File: src/psg_joystick_port_responder_macros.svh
// Assertion helpers shared by the responder sources.
`ifndef PSG_JOYSTICK_PORT_RESPONDER_MACROS_SVH
`define PSG_JOYSTICK_PORT_RESPONDER_MACROS_SVH

// Check cons in the same cycle as ante.
`define PSGJ_ASSERT_SAME(label, ante, cons) \
    label: assert property (@(posedge i_clk) disable iff (!i_rst_n) \
        (ante) |-> (cons)) else $error("psgj assertion failed");

// Check cons in the cycle after ante.
`define PSGJ_ASSERT_NEXT(label, ante, cons) \
    label: assert property (@(posedge i_clk) disable iff (!i_rst_n) \
        (ante) |=> (cons)) else $error("psgj assertion failed");

`endif

File: src/psgj_pkg.sv
package psgj_pkg;

    typedef enum logic [2:0] {
        ACT_BUS_WRITE = 3'd0,
        ACT_BUS_READ  = 3'd1,
        ACT_MOUNT     = 3'd2,
        ACT_UNMOUNT   = 3'd3,
        ACT_REPORT    = 3'd4
    } t_action;

    localparam logic [7:0] ADDR_PORT   = 8'hA0;
    localparam logic [7:0] WRITE_PORT  = 8'hA1;
    localparam logic [7:0] READ_PORT   = 8'hA2;
    localparam logic [7:0] REG_JOY_IN  = 8'd14;
    localparam logic [7:0] REG_JOY_SEL = 8'd15;
    localparam logic [7:0] IDLE_BYTE   = 8'hFF;
    localparam logic [7:0] ZERO_BYTE   = 8'h00;
    localparam logic [7:0] JOY_MASK    = 8'h3F;
    localparam int         SEL_BIT     = 6;

    typedef struct packed {
        logic [2:0] action;
        logic [7:0] io_port;
        logic [7:0] bus_data;
        logic [6:0] device_address;
        logic [3:0] hid_instance;
        logic       descriptor_ok;
        logic [7:0] joy_byte;
    } t_item;

    // Gamepad event handed to the slot table.
    typedef struct packed {
        logic       commit;
        logic       mount;
        logic       unmount;
        logic [6:0] dev;
        logic [3:0] inst;
        logic       desc_ok;
    } t_gp_event;

    // First active slot that matches the event's device.
    typedef struct packed {
        logic hit;
        logic port;
    } t_slot_hit;

endpackage

File: src/psgj_slot_table.sv
module psgj_slot_table #(
    parameter int SLOTS = 4
) (
    input  logic                i_clk,
    input  logic                i_rst_n,
    input  psgj_pkg::t_gp_event i_event,
    output psgj_pkg::t_slot_hit o_hit
);
    import psgj_pkg::*;

    `include "psg_joystick_port_responder_macros.svh"

    localparam int SLOT_W = (SLOTS > 1) ? $clog2(SLOTS) : 1;

    logic [SLOTS-1:0] r_active;
    logic [6:0]       r_device [SLOTS];
    logic [3:0]       r_iface  [SLOTS];
    logic [SLOTS-1:0] r_port;

    logic              w_match_any;
    logic [SLOT_W-1:0] w_match_idx;
    logic              w_free_any;
    logic [SLOT_W-1:0] w_free_idx;
    logic              w_used0;
    logic              w_used1;
    logic              w_mount_ok;
    logic              w_unmount_ok;

    // Priority scan: first matching active slot, first inactive slot.
    always_comb begin
        w_match_any = 1'b0;
        w_match_idx = '0;
        w_free_any  = 1'b0;
        w_free_idx  = '0;
        for (int i = 0; i < SLOTS; i++) begin
            if (!w_match_any && r_active[i] && r_device[i] == i_event.dev &&
                r_iface[i] == i_event.inst) begin
                w_match_any = 1'b1;
                w_match_idx = SLOT_W'(i);
            end
            if (!w_free_any && !r_active[i]) begin
                w_free_any = 1'b1;
                w_free_idx = SLOT_W'(i);
            end
        end
    end

    assign w_used0 = |(r_active & ~r_port);
    assign w_used1 = |(r_active & r_port);

    assign w_mount_ok   = i_event.commit && i_event.mount && w_free_any &&
                          i_event.desc_ok && !(w_used0 && w_used1);
    assign w_unmount_ok = i_event.commit && i_event.unmount && w_match_any;

    assign o_hit.hit  = w_match_any;
    assign o_hit.port = r_port[w_match_idx];

    always_ff @(posedge i_clk) begin
        if (!i_rst_n) begin
            r_active <= '0;
        end else if (w_mount_ok) begin
            r_active[w_free_idx] <= 1'b1;
        end else if (w_unmount_ok) begin
            r_active[w_match_idx] <= 1'b0;
        end
    end

    // Slot contents carry no reset; only values of active slots are ever used.
    always_ff @(posedge i_clk) begin
        if (w_mount_ok) begin
            r_device[w_free_idx] <= i_event.dev;
            r_iface[w_free_idx]  <= i_event.inst;
            r_port[w_free_idx]   <= w_used0;
        end
    end

    `PSGJ_ASSERT_SAME(a_two_ports_max, 1'b1, $countones(r_active) <= 2)
    `PSGJ_ASSERT_NEXT(a_mount_adds_slot, w_mount_ok,
        $countones(r_active) == $countones($past(r_active)) + 1)
    `PSGJ_ASSERT_NEXT(a_unmount_frees_slot, w_unmount_ok,
        $countones(r_active) + 1 == $countones($past(r_active)))

endmodule

File: src/psg_joystick_port_responder.sv
// Joystick port responder: answers host reads of the sound-chip joystick
// register from gamepad state. Words enter on s_axis and run through an
// input register, combinational execute logic that updates the register
// latch, port select, two port states and the slot table, and a result
// register that feeds m_axis. Only bus reads make a result word
// (data 0 with output-enable mask ~state & 0x3F for a joystick read, else
// data 0xFF with mask 0); writes and gamepad events complete silently. The
// block takes one word per cycle while s_axis_tready is high; a read
// result passes the input register and then the result register before
// it is presented on m_axis. s_axis_tready drops only while a read sits in
// the input register and the result register holds an untaken word.
// No clearing pass follows reset.
module psg_joystick_port_responder #(
    parameter int SLOTS = 4
) (
    input  logic        i_clk,
    input  logic        i_rst_n,
    input  logic        s_axis_tvalid,
    output logic        s_axis_tready,
    // io_port[7:0], bus_data[15:8], device_address[22:16],
    // hid_instance[26:23], descriptor_ok[27], joy_byte[35:28], zero[39:36]
    input  logic [39:0] s_axis_tdata,
    // action[2:0]
    input  logic [2:0]  s_axis_tuser,
    output logic        m_axis_tvalid,
    input  logic        m_axis_tready,
    // read_data[7:0], oe_mask[15:8]
    output logic [15:0] m_axis_tdata
);
    import psgj_pkg::*;

    `include "psg_joystick_port_responder_macros.svh"

    logic        r_in_valid;
    t_item       r_in;
    logic        r_out_valid;
    logic [15:0] r_out;
    logic [7:0]  r_reg_latch;
    logic        r_port_sel;
    logic [7:0]  r_port_state [2];

    logic        w_is_read;
    logic        w_adv;
    t_gp_event   w_event;
    t_slot_hit   w_hit;
    logic [7:0]  n_read_data;
    logic [7:0]  n_oe_mask;

    // Advance the execute word unless it is a read blocked by a held result.
    assign w_is_read     = (r_in.action == ACT_BUS_READ);
    assign w_adv         = r_in_valid && (!w_is_read || !r_out_valid || m_axis_tready);
    assign s_axis_tready = !r_in_valid || w_adv;

    always_ff @(posedge i_clk) begin
        if (!i_rst_n) begin
            r_in_valid <= 1'b0;
        end else if (s_axis_tready) begin
            r_in_valid <= s_axis_tvalid;
        end
    end

    always_ff @(posedge i_clk) begin
        if (s_axis_tready && s_axis_tvalid) begin
            r_in.action         <= s_axis_tuser;
            r_in.io_port        <= s_axis_tdata[7:0];
            r_in.bus_data       <= s_axis_tdata[15:8];
            r_in.device_address <= s_axis_tdata[22:16];
            r_in.hid_instance   <= s_axis_tdata[26:23];
            r_in.descriptor_ok  <= s_axis_tdata[27];
            r_in.joy_byte       <= s_axis_tdata[35:28];
        end
    end

    // Gamepad events go to the slot table; it commits only on advance.
    always_comb begin
        w_event.commit  = w_adv;
        w_event.mount   = (r_in.action == ACT_MOUNT);
        w_event.unmount = (r_in.action == ACT_UNMOUNT);
        w_event.dev     = r_in.device_address;
        w_event.inst    = r_in.hid_instance;
        w_event.desc_ok = r_in.descriptor_ok;
    end

    psgj_slot_table #(
        .SLOTS(SLOTS)
    ) u_slots (
        .i_clk  (i_clk),
        .i_rst_n(i_rst_n),
        .i_event(w_event),
        .o_hit  (w_hit)
    );

    // Bus registers and port states.
    always_ff @(posedge i_clk) begin
        if (!i_rst_n) begin
            r_reg_latch     <= ZERO_BYTE;
            r_port_sel      <= 1'b0;
            r_port_state[0] <= IDLE_BYTE;
            r_port_state[1] <= IDLE_BYTE;
        end else if (w_adv) begin
            case (r_in.action)
                ACT_BUS_WRITE: begin
                    if (r_in.io_port == ADDR_PORT) begin
                        r_reg_latch <= r_in.bus_data;
                    end else if (r_in.io_port == WRITE_PORT && r_reg_latch == REG_JOY_SEL) begin
                        r_port_sel <= r_in.bus_data[SEL_BIT];
                    end
                end
                ACT_UNMOUNT: begin
                    if (w_hit.hit) begin
                        r_port_state[w_hit.port] <= IDLE_BYTE;
                    end
                end
                ACT_REPORT: begin
                    if (w_hit.hit) begin
                        r_port_state[w_hit.port] <= r_in.joy_byte;
                    end
                end
                default: begin
                end
            endcase
        end
    end

    // Read answer: for a joystick read drive low the lines whose joystick bit is active, else release them.
    always_comb begin
        if (r_in.io_port == READ_PORT && r_reg_latch == REG_JOY_IN) begin
            n_read_data = ZERO_BYTE;
            n_oe_mask   = ~r_port_state[r_port_sel] & JOY_MASK;
        end else begin
            n_read_data = IDLE_BYTE;
            n_oe_mask   = ZERO_BYTE;
        end
    end

    always_ff @(posedge i_clk) begin
        if (!i_rst_n) begin
            r_out_valid <= 1'b0;
        end else if (w_adv && w_is_read) begin
            r_out_valid <= 1'b1;
        end else if (m_axis_tready) begin
            r_out_valid <= 1'b0;
        end
    end

    always_ff @(posedge i_clk) begin
        if (w_adv && w_is_read) begin
            r_out <= {n_oe_mask, n_read_data};
        end
    end

    assign m_axis_tvalid = r_out_valid;
    assign m_axis_tdata  = r_out;

    `PSGJ_ASSERT_NEXT(a_read_gives_word, w_adv && w_is_read, r_out_valid)
    `PSGJ_ASSERT_SAME(a_stall_only_on_read,
        !s_axis_tready, r_in_valid && w_is_read && r_out_valid && !m_axis_tready)
    `PSGJ_ASSERT_SAME(a_answer_shape, r_out_valid,
        (r_out[7:0] == ZERO_BYTE && r_out[15:14] == 2'b00) ||
        (r_out[7:0] == IDLE_BYTE && r_out[15:8] == ZERO_BYTE))

endmodule

File: config.mk
export PLATFORM = sky130hd
export DESIGN_NAME = psg_joystick_port_responder
export DESIGN_NICKNAME = d
export VERILOG_FILES = /design/src/psgj_pkg.sv /design/src/psgj_slot_table.sv /design/src/psg_joystick_port_responder.sv
export VERILOG_INCLUDE_DIRS = /design/src /design/src/src
export SDC_FILE = /design/constraint.sdc
export NUM_CORES = 1
export LEC_CHECK = 0
export BUFFER_PORTS_ARGS = -buffer_cell sky130_fd_sc_hd__buf_4
export CORE_ASPECT_RATIO = 0.6
export CORE_MARGIN = 1
export CORE_UTILIZATION = 62
export DETAILED_ROUTE_END_ITERATION = 10
export PLACE_DENSITY = 0.85
export SYNTH_ARGS = -nofsm -noshare
export SYNTH_HDL_FRONTEND = slang
export SYNTH_HIERARCHICAL = 1
export SYNTH_SLANG_ARGS = --single-unit
File: constraint.sdc
create_clock -name i_clk -period 5.72 [get_ports i_clk]
set_input_delay 1.144 -clock i_clk [delete_from_list [all_inputs] [get_ports i_clk]]
set_output_delay 1.144 -clock i_clk [all_outputs]
set_load 0.02 [all_outputs]
* Word-level counts from Yosys, hierarchy flattened
Memories as Yosys holds them, arrays and structs flattened. A register that Yosys moved wholly into a read port is not among the register bits.
Cells that the tools add are included.
** Storage, ports and cells
- Output and inout bits :: 18
- Bits in writable memories :: 60
- Memories kept :: 3
- Flip-flop bits (word level) :: 74
** Memories
- u_slots.r_device :: words 4, bits a word 7, read ports 4, clocked after memory_dff 0, write ports 1, RTL line psgj_slot_table.sv:16 : logic [6:0] r_device [SLOTS];
- r_port_state :: words 2, bits a word 8, read ports 1, clocked after memory_dff 1, write ports 2, RTL line psg_joystick_port_responder.sv:40 : logic [7:0] r_port_state [2];
- u_slots.r_iface :: words 4, bits a word 4, read ports 4, clocked after memory_dff 0, write ports 1, RTL line psgj_slot_table.sv:17 : logic [3:0] r_iface [SLOTS];
** Cells by class
- Bitwise logic cells :: 9
- $lt $le $gt $ge :: 4
- Reductions and logical operators :: 51
- Mux-type cells :: 43
- Equality and inequality tests :: 17
** Operators with widths (number)
- $mux W1 :: 30
- $eq A7 B7 Y1 :: 4
- $logic_and A1 B1 Y1 :: 28
- $eq A8 B8 Y1 const B :: 3
- $mux W8 :: 3
- $eq A4 B4 Y1 :: 4
- $eq A8 B4 Y1 const B :: 2
- $and A4 B4 Y4 :: 3
- $logic_not A1 Y1 :: 12
- $mux W2 :: 4
- $mux W4 :: 2
- $not A4 Y4 :: 2
- $reduce_or A4 Y1 :: 2
- $reduce_or A8 Y1 :: 1
- $eq A3 B2 Y1 const B :: 2
- $lt A2 B3 Y1 const B :: 2
- $not A6 Y6 :: 1
- $bwmux W4 :: 1
- $demux W1 S2 :: 2
- $ge A2 B1 Y1 const B :: 2
- $or A4 B4 Y4 :: 1
- $reduce_and A4 Y1 :: 1
- $reduce_bool A2 Y1 :: 2
- $eq A3 B1 Y1 const B :: 1
- other kinds (7) :: 9

* Logic depth before layout (Yosys ltp)
Gate-level depths: netlist of the first run.
An unclocked memory read counts as a cell.
- Depth after elaboration :: 28
- Mapped depth :: 9

* Hierarchy
The synthesis of the first run kept the hierarchy.
** Modules (own cells, without submodules)
- psg_joystick_port_responder :: instances 1, area each 2593.7 um2, cells each 173, sequential area each 1921.8 um2
- psgj_slot_table :: instances 1, area each 2528.7 um2, cells each 178, sequential area each 1521.5 um2

* Worst setup path before layout of the first run
Ideal clock, no wire load.
- Path kind :: input to register
- Start point :: in m_axis_tready
- End point :: reg r_in[0] (netlist bit), enable pin
- Required time :: 5276 ps
- Stages on the path :: 2
- Arrival time :: 3043 ps
- Slack :: 2234 ps
- Cells stage by stage :: nor2b_1 -> a21oi_1
** Between the ends
- Longest elaborated chain between the ends :: 4
** RTL lines
- start, declared :: RTL line psg_joystick_port_responder.sv:26 : input logic m_axis_tready,
- $logic_or A1 B1 Y1 :: RTL line psg_joystick_port_responder.sv:51 : assign w_adv = r_in_valid && (!w_is_read || !r_out_valid || m_axis_tready);
- $logic_and A1 B1 Y1 :: RTL line psg_joystick_port_responder.sv:51
- $logic_or A1 B1 Y1 :: RTL line psg_joystick_port_responder.sv:52 : assign s_axis_tready = !r_in_valid || w_adv;
- $logic_and A1 B1 Y1 :: RTL line psg_joystick_port_responder.sv:63 : if (s_axis_tready && s_axis_tvalid) begin
- end, declared :: RTL line psg_joystick_port_responder.sv:35 : t_item r_in;
Every way passes these cells.
A chain may end at the register's enable or synchronous reset.

* Final worst setup path of the first run
- Start point :: in m_axis_tready
- End point :: mem u_slots.r_device[3][0], enable pin
** Between the ends
- Longest elaborated chain between the ends :: 8
** RTL lines
- $logic_or A1 B1 Y1 :: RTL line psg_joystick_port_responder.sv:51
- $logic_and A1 B1 Y1 :: RTL line psg_joystick_port_responder.sv:51
- named net w_adv :: RTL line psg_joystick_port_responder.sv:43 : logic w_adv;
- $logic_and A1 B1 Y1 (3 in series) :: RTL line psgj_slot_table.sv:51 : assign w_mount_ok = i_event.commit && i_event.mount && w_free_any &&
- $logic_and A1 B1 Y1 :: RTL line psgj_slot_table.sv:52 : i_event.desc_ok && !(w_used0 && w_used1);
- $mux W1 :: RTL line psgj_slot_table.sv:70 : if (w_mount_ok) begin
- $mux W1 (not written as such) :: RTL line psgj_slot_table.sv:71 : r_device[w_free_idx] <= i_event.dev;
- end, declared :: RTL line psgj_slot_table.sv:16
The timed path passes the listed nets, and every way through them passes these cells.

==> results.md, run 1 <==
* Run status: complete, no violations
* Critical Path Sink Type: flip-flop
* Detailed-router iteration count before antenna repair at 5
* Worst endpoint required time at 5830 ps
* Area share of the largest cell type after synthesis at slightly above 60%
* Fin. Hold Viols at 0
* Final setup skew at 7.05 ps
* Area of combinational cells with multiple inputs at ~0.0015 sq mm
* First-pass GRT wire length at 15400 um
* Top-count cell post-synth: sky130_fd_sc_hd__edfxtp_1
* Number of filler cells placed in the layout at 462
* Total Die Area at 0.00864 sq mm
* DR vias at around 3000
* Port buffer count at between 50 and 60
* Count of max-cap constraint violations at 0
* Cell taking the most area after synthesis: sky130_fd_sc_hd__edfxtp_1
* Antenna violations before repair at 0
* Most numerous cell on the critical path: sky130_fd_sc_hd__buf_4
* Overall power consumption at approximately 2.2 mW
* Predominant post-synthesis flop cell: sky130_fd_sc_hd__edfxtp_1
* Relative slew slack at 21.7%
* Sum Neg Setup Slack at 0 ps
* Worst-Skew Late Latency at 410 ps
* Power density over the cells at 354 mW/mm^2
* Number of synthesized flops with an enable pin at approximately 100
* Footprint of the flip-flops and latches at between 0.003 and 0.004 sq mm
* Post-synthesis async set-or-reset flop share at 0%
* Startpoint of the lowest-slack hold path: r_reg_latch[1]$_SDFFE_PN0P_
* DRT antenna net count at 0
* Post-route core utilization at 76.7%
* Gr usage total at 25.2%
* Vias in the first global route at roughly 2900
* Clock tree from TritonCTS: done
* Detailed-route wire length at 9920 um
* Final setup fails at 0
* Number of cells upsized or downsized after cts at 0
* Pre-CTS setup slack at 1880 ps
* CTS hold repair buffers at 0
* Number of diodes at 0
* Placed Cells at slightly below 500
* Post-synth design cell area at 0.00512 sq mm
* Boundary pin count at 65
* Buffers inserted during post-CTS setup optimization at 0
* DRC marker count from the first detailed-route iteration at 256
* Register share of total power at between 40% and 50%
* Start-to-end type of the worst setup path: in -> reg
* Worst min-delay path class: reg -> reg
* Static power due to leakage at 2.01 nW
* Worst setup path start: m_axis_tready
* Final WS setup at 2100 ps
* DRC viols at 0
* Slew @ Worst Pin at 1170 ps
* Post-synth cell types at 49
* Layout cells sized above 1 at approximately a quarter
* Warning count from the yosys run at 6
* Count of state elements after synthesis at 120
* Root buffer cell: sky130_fd_sc_hd__clkbuf_16
* Fin cells at 523
* Worst VDD drop at around 0.36 mV
* Family of cells with the greatest summed delay on the critical path: compound AO/OA/AOI/OAI gates
* Die X at 119 um
* Synthesized netlist cell count at 351
* Largest cells by area after synthesis: sky130_fd_sc_hd__edfxtp_1, sky130_fd_sc_hd__xnor2_1, sky130_fd_sc_hd__dfxtp_1
* Last weighted congestion value of the routability-driven placer at 0.879
* Via-to-Cell Ratio at 5.75
* Depth of the worst hold-timing path at 2
* Worst R2R Start: r_in[36]$_DFFE_PP_
* CP bufs+invs at 2
* Die extent in y at approximately 72 um
* Core area at 0.00795 sq mm
* Overflow left after global routing at 0
* Clock network fraction of design power at between 40 and 50%
* Number of nets in the final layout at 449
* Post-detailed-route wirelength per cell at 19.0 um
* Net Switching at ~440 uW
* Ordered list of cells on the worst path: buf_4 -> nor2b_1 -> a21boi_0 -> o2111ai_2 -> a211oi_4 -> nand3_1 -> nor3b_1 -> buf_4
* Post-synth top cells: sky130_fd_sc_hd__edfxtp_1, sky130_fd_sc_hd__xnor2_1, sky130_fd_sc_hd__nand2_1
* Largest fanout on the critical path at 7
* Std cell rows at 25
* Fmax at about 280 MHz
* Worst Setup Start Kind: input pin
* Largest stage delay on the critical path at around 770 ps
* Largest net degree at the start of global routing at 29
* Slowest library cell on the worst path: sky130_fd_sc_hd__nor3b_1
* CTS H-tree depth at 4
* Mean post-synth cell area at 14.6 sq um
* Sw Share at 20.6%
* CTS clock-pin slew for the worst setup and hold paths at 50 ps
* Initial core utilization at 64.5%
* Clock sink count at 120
* Max Transition Viols Final at 0
* Part of the Yosys area used for sequential elements at 67.2%
* Area growth from synthesis to final layout at 18.9%
* HPWL after DPL at 6290 um
* CTS max path bufs at 2
* Total internal power at 1.71 mW
* Stages on worst setup path at 8
* Combinational cell fraction of total power at 3.7%
* Total CTS buffers at 17
* Arrival time of data at the critical path endpoint at 3730 ps
* Clock period minus final worst setup slack at around 3600 ps
* Depth of the most critical reg-to-reg path at 8
* Period Utilization, post-route at 63.3%
* RSZ-0062 raised after global routing: false
[sequential cells by signal, indices dropped and copies added, names as in the netlist, 4 cells and up, named ones only]
register,cells
m_axis_tdata,7
r_in,37
r_port_state,12
r_reg_latch,8
u_slots/r_active,4
u_slots/r_device,28
u_slots/r_iface,16
u_slots/r_port,4
[layout make-up]
class / instances / share of cell area (%)
clock buffers: 19 / 7.27
repair buffers: 59 / 7.27
clock inverters: 13 / 2.51
inverters: 6 / 0.370
flip-flops and latches: 120 / 56.5
multi-input cells: 198 / 23.8
well taps: 108 / 2.22
[worst paths after layout]
| kind | to | slack (ps) |
|---|---|---|
| min reg2reg | r_reg_latch[1]$_SDFFE_PN0P_ | 480 |
| max reg2reg | u_slots/r_device[3][0]$_DFFE_PP_ | 2350 |
| max | u_slots/r_device[3][0]$_DFFE_PP_ | 2100 |
| min | r_reg_latch[1]$_SDFFE_PN0P_ | 480 |
[through the flow]
| step | cell area (sq um) | hold slack [ps] |
|---|---|---|
| global route | 6090 | 485 |
| global placement | 5500 | 442 |
| floorplan | 5130 | 430 |
| detailed placement | 5500 | 460 |
| finish | 6090 | 477 |
| CTS | 6090 | 476 |
[worst min-delay path: stages (launching register included)]
cell	delay, ps
sky130_fd_sc_hd__dfxtp_1	310
sky130_fd_sc_hd__nand2_1	60
sky130_fd_sc_hd__mux2i_1	60
[layout by cell type, fill, tap and decap left out, drive strengths merged, types with 8 or more instances in the layout]
| cell type | instances |
|---|---|
| edfxtp | 104 |
| dfxtp | 16 |
| nand2b | 8 |
| nand4 | 20 |
| nand2 | 39 |
| mux2i | 10 |
| xnor2 | 44 |
| clkbuf | 19 |
| nor2b | 15 |
| buf | 59 |
[kinds of logic (layout without fill, tap and decap cells)]
logic type / after synthesis / after routing / share of synthesized area, %
XOR/XNOR: 44 / 44 / 7.67
buffers and inverters: 34 / 97 / 4.74
AND/OR/NAND/NOR: 113 / 113 / 12.9
AO/OA/AOI/OAI: 29 / 29 / 5.40
multiplexers: 10 / 10 / 1.95
other: 1 / 2 / 0.0732
flip-flops: 120 / 120 / 67.2
[power by group through the flow]
stage	Combinational, mW	Sequential, mW	Clock [mW]
final	0.0806	1.01	1.07
after CTS	0.0803	1.01	1.08
after global placement	0.0767	1.02	0
after detailed placement	0.0789	1.02	0
after global routing	0.0861	1.01	1.11
after floorplan	0.0638	1.01	0
[metal layers]
| layer | track usage [%] | up-vias | part of all wire (%) |
|---|---|---|---|
| met5 | 0 | - | 0 |
| met4 | 10.7 | 0 | 1.4 |
| met3 | 8.88 | 16 | 9.2 |
| met2 | 38.8 | 163 | 47 |
| met1 | 32.9 | 1441 | 42 |
| li1 | - | 1385 | - |
Power figures use the tool's default switching activity.
==> run 2, diff against run 1 <==
- CORE_UTILIZATION: 62 -> 57
- PLACE_DENSITY: 0.85 -> 0.79
- clock period: 5.72 -> 3.6 ns (I/O delays scaled with it)
==> run 2 against run 1 <==
Core utilization shrank 5.3 points. Critical path type is now reg -> reg. Clock skew grew 2.0 ps. Largest cell class unchanged. Routed wire length decreased by 7.7%. Die area rose by 8.6%. Via count down 1.8%. Clock-buffer cell count increased by 8.
==> results.md, run 2 (synthesis results as in run 1) <==
* Port buffer count at 56 (unchanged)
* Area growth from synthesis to final layout at 20.0%
* Register ranked first by flip-flop count: r_in
* Via-to-Cell Ratio at 5.55 (-3.4%)
* Fin. Hold Viols at 0 (unchanged)
* Startpoint of the lowest-slack hold path: r_reg_latch[2]$_SDFFE_PN0P_
* Clock tree from TritonCTS: done
* Final setup fails at 0 (unchanged)
* Std cell rows at 26 (+4.0%)
* Post-route core utilization at 71.3% (-5.3 points)
* Worst endpoint required time at 3710 ps (-2120 ps)
* Largest fanout on the critical path at 7 (unchanged)
* Clock sink count at 120 (unchanged)
* Worst-Skew Late Latency at 410 ps (about the same)
* Worst VDD drop at 0.379 mV (+4.5%)
* Post-detailed-route wirelength per cell at 17.2 um (-9.3%)
* Detailed-route wire length at 9150 um (-7.7%)
* First-pass GRT wire length at 14500 um (-5.9%)
* Final cell area excluding filler cells at 0.00615 sq mm (+0.95%)
* Vias in the first global route at 2880 (-0.62%)
* Capture instance of the worst register-to-register path: u_slots/r_device[3][1]$_DFFE_PP_
* Number of cells upsized or downsized after cts at 0 (unchanged)
* Buffers inserted during post-CTS setup optimization at 0 (unchanged)
* Critical Path Sink Type: flip-flop
* CTS clock-pin slew for the worst setup and hold paths at 50 ps (about the same)
* Overflow left after global routing at 0 (unchanged)
* Static power due to leakage at 2.06 nW (+2.3%)
* Worst R2R Start: r_in[36]$_DFFE_PP_
* Period Utilization, post-route at 76.2%
* Number of nets in the final layout at 454 (+1.1%)
* Total Die Area at 0.00938 sq mm (+8.6%)
* CTS hold repair buffers at 0 (unchanged)
* Total placed instance area at 0.00554 sq mm (+0.77%)
* Die X at 124 um (+4.2%)
* CTS max path bufs at 2 (unchanged)
* Leading cell type in the layout, fill and taps excluded: sky130_fd_sc_hd__edfxtp_1
* Flip-flop count of the largest register, all copies and words added at 37 (unchanged)
* Power density over the cells at 556 mW/mm^2 (+57%)
* Antenna violations before repair at 0 (unchanged)
* Depth of the most critical reg-to-reg path at 8 (unchanged)
* Last weighted congestion value of the routability-driven placer at 0.899 (+2.2%)
* Flop-to-flop setup slack at 860 ps (-1490 ps)
* Relative slew slack at 23.0% (+1.2 points)
* Number of diodes at 0 (unchanged)
* Die extent in y at 75.4 um (+4.2%)
* DRC viols at 0 (unchanged)
* Run status: complete, no violations
* Largest net degree at the start of global routing at 27 (-6.9%)
* Initial core utilization at 59.4% (-5.1 points)
* Root buffer cell: sky130_fd_sc_hd__clkbuf_16
* Gr usage total at 21.2% (-3.9 points)
* Slew @ Worst Pin at 1150 ps (-25.0 ps)
* Arrival time of data at the critical path endpoint at 2850 ps (-880 ps)
* Clock period minus final worst setup slack at between 2000 and 3000 ps
* DRT antenna net count at 0 (unchanged)
* Total CTS buffers at 17 (unchanged)
* Fmax at 365 MHz
* Max Transition Viols Final at 0 (unchanged)
* Final setup skew at 9.10 ps (+2.05 ps)
* Count of max-cap constraint violations at 0 (unchanged)
* Core area at 0.00862 sq mm (+8.5%)
* DR vias at 2952 (-1.8%)
* Start-to-end type of the worst setup path: reg -> reg
* Worst Setup Start Kind: flip-flop
* Sum Neg Setup Slack at 0 ps (unchanged)
* Layout cells sized above 1 at 27.1% (+0.40 points)
* CTS H-tree depth at 4 (unchanged)
* HPWL after DPL at 6040 um (-4.0%)
* Boundary pin count at 65 (unchanged)
* Most frequent cells in the layout: sky130_fd_sc_hd__edfxtp_1, sky130_fd_sc_hd__buf_4, sky130_fd_sc_hd__xnor2_1
* Worst-case hold path end point: r_reg_latch[2]$_SDFFE_PN0P_
* RSZ-0062 raised after global routing: false
* Detailed-router iteration count before antenna repair at 5 (unchanged)
* DRC marker count from the first detailed-route iteration at 211 (-18%)
* Worst min-delay path class: reg -> reg
* Biggest registers after layout: r_in (37), u_slots/r_device (28), u_slots/r_iface (16)
* Depth of the worst hold-timing path at 2 (unchanged)
run 2: worst max-delay path by stage:
stage	start	to	slack [ps]	cells past startpoint
floorplan	m_axis_tready	r_in[0]$_DFFE_PP_	540	2
global placement	m_axis_tready	u_slots/r_device[3][6]$_DFFE_PP_	780	8
detailed placement	m_axis_tready	u_slots/r_device[3][0]$_DFFE_PP_	740	8
CTS	r_in[38]$_DFFE_PP_	u_slots/r_iface[3][3]$_DFFE_PP_	900	8
global route	r_in[38]$_DFFE_PP_	u_slots/r_iface[3][3]$_DFFE_PP_	610	8
finish	r_in[36]$_DFFE_PP_	u_slots/r_device[3][1]$_DFFE_PP_	860	8
run 2: per-layer routing:
metal  global-route usage (%)  vias up  part of all wire (%)
li1                         -     1393                     -
met1                     29.5     1417                    47
met2                     30.9      132                    44
met3                     6.11       10                   8.2
met4                     11.6        0                   1.1
met5                        0        -                     0
run 2: critical path, cell delays in order, from the launching register on:
cell	delay, ps
sky130_fd_sc_hd__edfxtp_1	460
sky130_fd_sc_hd__nand2b_1	180
sky130_fd_sc_hd__nor2_1	60
sky130_fd_sc_hd__a21boi_0	380
sky130_fd_sc_hd__o2111ai_2	240
sky130_fd_sc_hd__a211oi_4	390
sky130_fd_sc_hd__nand3_1	160
sky130_fd_sc_hd__nor3b_1	330
sky130_fd_sc_hd__buf_4	250
run 2: where the power goes:
| group | switching (mW) | internal (mW) |
|---|---|---|
| logic | 0.0625 | 0.0668 |
| clock network | 0.564 | 1.13 |
| registers | 0.0411 | 1.56 |
| total | 0.668 | 2.75 |
run 2: through the flow:
| stage | setup WS [ps] | power [mW] | std cells | hold slack [ps] |
|---|---|---|---|---|
| after floorplan | 538 | 1.71 | 352 | 430 |
| after global placement | 781 | 1.75 | 500 | 443 |
| after detailed placement | 735 | 1.75 | 500 | 447 |
| after CTS | 900 | 3.44 | 532 | 463 |
| after global routing | 606 | 3.51 | 532 | 474 |
| final | 857 | 3.42 | 532 | 461 |
run 2: cell type report:
type | instances | area (sq um)
Clock buffer | 27 | 557
Clock inverter | 5 | 53.8
Fill cell | 524 | 2470
Inverter | 6 | 22.5
Multi-Input combinational cell | 198 | 1450
Sequential cell | 120 | 3440
Tap cell | 112 | 140
Timing Repair Buffer | 64 | 480
==> run 3, diff against run 2 <==
- CORE_UTILIZATION: 57 -> 52
- PLACE_DENSITY: 0.79 -> 0.76
- clock period: 3.6 -> 2.3 ns (I/O delays scaled with it)
==> run 3 against run 2 <==
Routed wire length is 10% higher. Final area is 11% higher. Sequential share of layout area is 5.4 points lower. Largest cell class unchanged. Combinational power grew to 2.7 times the previous value. Cell count is 12% higher. First-iteration DRC count is 21% higher. Setup slack worse by 990 ps. The flow now finishes with violations (setup timing). Critical path depth is 1 higher. Maximum frequency is 13% higher.
==> results.md, run 3 (synthesis results as in run 1) <==
* Total placed instance area at 0.00581 sq mm (+4.9%)
* Worst-case hold path end point: r_in[18]$_DFFE_PP_
* Power density over the cells at 779 mW/mm^2 (+40%)
* Fmax at 411 MHz (+13%)
* Clock sink count at 120 (unchanged)
* Static power due to leakage at 2.41 nW (+17%)
* Die extent in y at 78.9 um (+4.6%)
* Worst min-delay path class: in -> reg
* Boundary pin count at 65 (unchanged)
* Gr usage total at 21.1% (-0.17 points)
* Number of filler cells placed in the layout at 565 (+7.8%)
* Register ranked first by flip-flop count: r_in
* Slowest library cell on the worst path: sky130_fd_sc_hd__edfxtp_1
* Overflow left after global routing at 0 (unchanged)
* Layout cells sized above 1 at 41.5% (+14 points)
* Fin. Hold Viols at 0 (unchanged)
* Depth of the worst hold-timing path at 1 (-1)
* Core area at 0.00936 sq mm (+8.5%)
* CTS hold repair buffers at 0 (unchanged)
* CP bufs+invs at 3 (+2)
* Run status: finished, violations left
* Ordered list of cells on the worst path: buf_6 -> xnor2_2 -> nand4_1 -> nor3_2 -> a31oi_2 -> o211ai_1 -> inv_1 -> o21ai_1 -> buf_4
* Largest net degree at the start of global routing at 31 (+15%)
* Worst Setup Start Kind: flip-flop
* CTS clock-pin slew for the worst setup and hold paths at 50 ps (about the same)
* Largest fanout on the critical path at 6 (-1)
* Violated checks: setup timing
* Worst-Skew Late Latency at 410 ps (about the same)
* Clock period minus final worst setup slack at 2430 ps (-312 ps)
* Start-to-end type of the worst setup path: reg -> reg
* Std cell rows at 27 (+3.8%)
* Area growth from synthesis to final layout at 32.8%
* Port buffer count at 56 (unchanged)
* Leading cell type in the layout, fill and taps excluded: sky130_fd_sc_hd__buf_4
* DRC marker count from the first detailed-route iteration at 255 (+21%)
* Footprint of the flip-flops and latches at 0.00344 sq mm (unchanged)
* First-pass GRT wire length at 15400 um (+5.7%)
* CTS max path bufs at 2 (unchanged)
* Pre-CTS setup slack at -129 ps (-864 ps)
* Biggest registers after layout: r_in (37), u_slots/r_device (28), u_slots/r_iface (16)
* DR vias at 3120 (+5.7%)
* Count of max-cap constraint violations at 0 (unchanged)
* RSZ-0062 raised after global routing: true
* Vias in the first global route at 3060 (+6.3%)
* Period Utilization, post-route at 106% (+29 points)
* Last weighted congestion value of the routability-driven placer at 0.879 (-2.2%)
* Slew @ Worst Pin at 511 ps (-635 ps)
* Worst VDD drop at 0.633 mV (+67%)
* Post-detailed-route wirelength per cell at 16.9 um (-2.0%)
* Capture instance of the worst register-to-register path: r_port_state[1][1]$_SDFFCE_PN1P_
* Detailed-route wire length at 10100 um (+10%)
* DRT antenna net count at 0 (unchanged)
* Startpoint of the lowest-slack hold path: s_axis_tdata[21]
* Flip-flop count of the largest register, all copies and words added at 37 (unchanged)
* Number of diodes at 0 (unchanged)
* Critical Path Sink Type: flip-flop
* Family of cells with the greatest summed delay on the critical path: compound AO/OA/AOI/OAI gates
* Final cell area excluding filler cells at 0.00680 sq mm (+11%)
* Final setup fails at 24 (+24)
* Relative slew slack at 65.9% (+43 points)
* Most frequent cells in the layout: sky130_fd_sc_hd__buf_4, sky130_fd_sc_hd__edfxtp_1, sky130_fd_sc_hd__nand2_1
* Total Die Area at 0.0103 sq mm (+9.4%)
* Clock tree from TritonCTS: done
* CTS H-tree depth at 4 (unchanged)
* Root buffer cell: sky130_fd_sc_hd__clkbuf_16
* Final setup skew at 9.49 ps (+0.391 ps)
* Flop-to-flop setup slack at -130 ps (-990 ps)
* Area of combinational cells with multiple inputs at 0.00173 sq mm (+19%)
* Arrival time of data at the critical path endpoint at 2550 ps (-300 ps)
* Initial core utilization at 54.7% (-4.7 points)
* Fin cells at 597 (+12%)
* Max Transition Viols Final at 0 (unchanged)
* Antenna violations before repair at 0 (unchanged)
* Sum Neg Setup Slack at -2560 ps (-2560 ps)
* Largest stage delay on the critical path at 530 ps (+70 ps)
* HPWL after DPL at 6690 um (+11%)
* Final WS setup at -131 ps (-988 ps)
* Die X at 130 um (+4.6%)
* Via-to-Cell Ratio at 5.23 (-5.8%)
* Number of nets in the final layout at 501 (+10%)
* Worst R2R Start: r_in[10]$_DFFE_PP_
* Total CTS buffers at 17 (unchanged)
* Worst endpoint required time at 2420 ps (-1290 ps)
* Placed Cells at 544 (+8.8%)
* Depth of the most critical reg-to-reg path at 9 (+1)
* Detailed-router iteration count before antenna repair at 5 (unchanged)
* DRC viols at 0 (unchanged)
==> run 3: final cells by class <==
class	instances	share of cell area, %
tap	130	2.39
timing repair buffer	111	13.0
multi-input combinational	198	25.4
clock inverter	8	1.03
clock buffer	24	7.25
inverter	6	0.331
sequential	120	50.6
==> run 3: through the flow <==
stage          hold slack [ps]  utilization [%]  power, mW
2_1_floorplan              430                -       2.67
3_3_place_gp               440             62.1       2.77
3_5_place_dp               450             62.1       2.78
4_1_cts                    207             71.1       5.30
5_1_grt                    204             72.7       5.45
6_report                   222             72.7       5.30
==> run 3: metal layers <==
layer  global-route usage, %  up-vias  routed length [um]
li1                        -     1484                   -
met1                    28.3     1495                4540
met2                    30.4      126                4610
met3                    8.76       15                 832
met4                    8.26        0                  76
met5                       0        -                   0
==> run 3: timing repair <==
action	in CTS	in global routing
pin swaps	17	11
hold endpoints to repair	0	0
setup endpoints to repair	33	59
setup buffers	16	6
resized for setup	25	17
==> run 3: worst max-delay path by stage <==
| stage | from | to | slack (ps) | depth (start not counted) |
|---|---|---|---|---|
| after floorplan | r_in[16]$_DFFE_PP_ | r_port_state[0][0]$_SDFFCE_PN1P_ | -230 | 9 |
| after global placement | r_in[16]$_DFFE_PP_ | r_port_state[1][1]$_SDFFCE_PN1P_ | -120 | 9 |
| after CTS | r_in[11]$_DFFE_PP_ | r_port_state[0][2]$_SDFFCE_PN1P_ | -70 | 8 |
| after global routing | r_in[10]$_DFFE_PP_ | r_port_state[1][1]$_SDFFCE_PN1P_ | -350 | 9 |
| after detailed placement | r_in[13]$_DFFE_PP_ | r_port_state[0][1]$_SDFFCE_PN1P_ | -130 | 7 |
| final | r_in[10]$_DFFE_PP_ | r_port_state[1][1]$_SDFFCE_PN1P_ | -130 | 9 |
==> run 3: report_power, final <==
group / internal, mW / total [mW] / switching, mW / leakage [nW]
sequential: 2.43 / 2.48 / 0.0417 / 1.06
clock: 1.60 / 2.48 / 0.884 / 0.283
combinational: 0.190 / 0.345 / 0.155 / 1.06
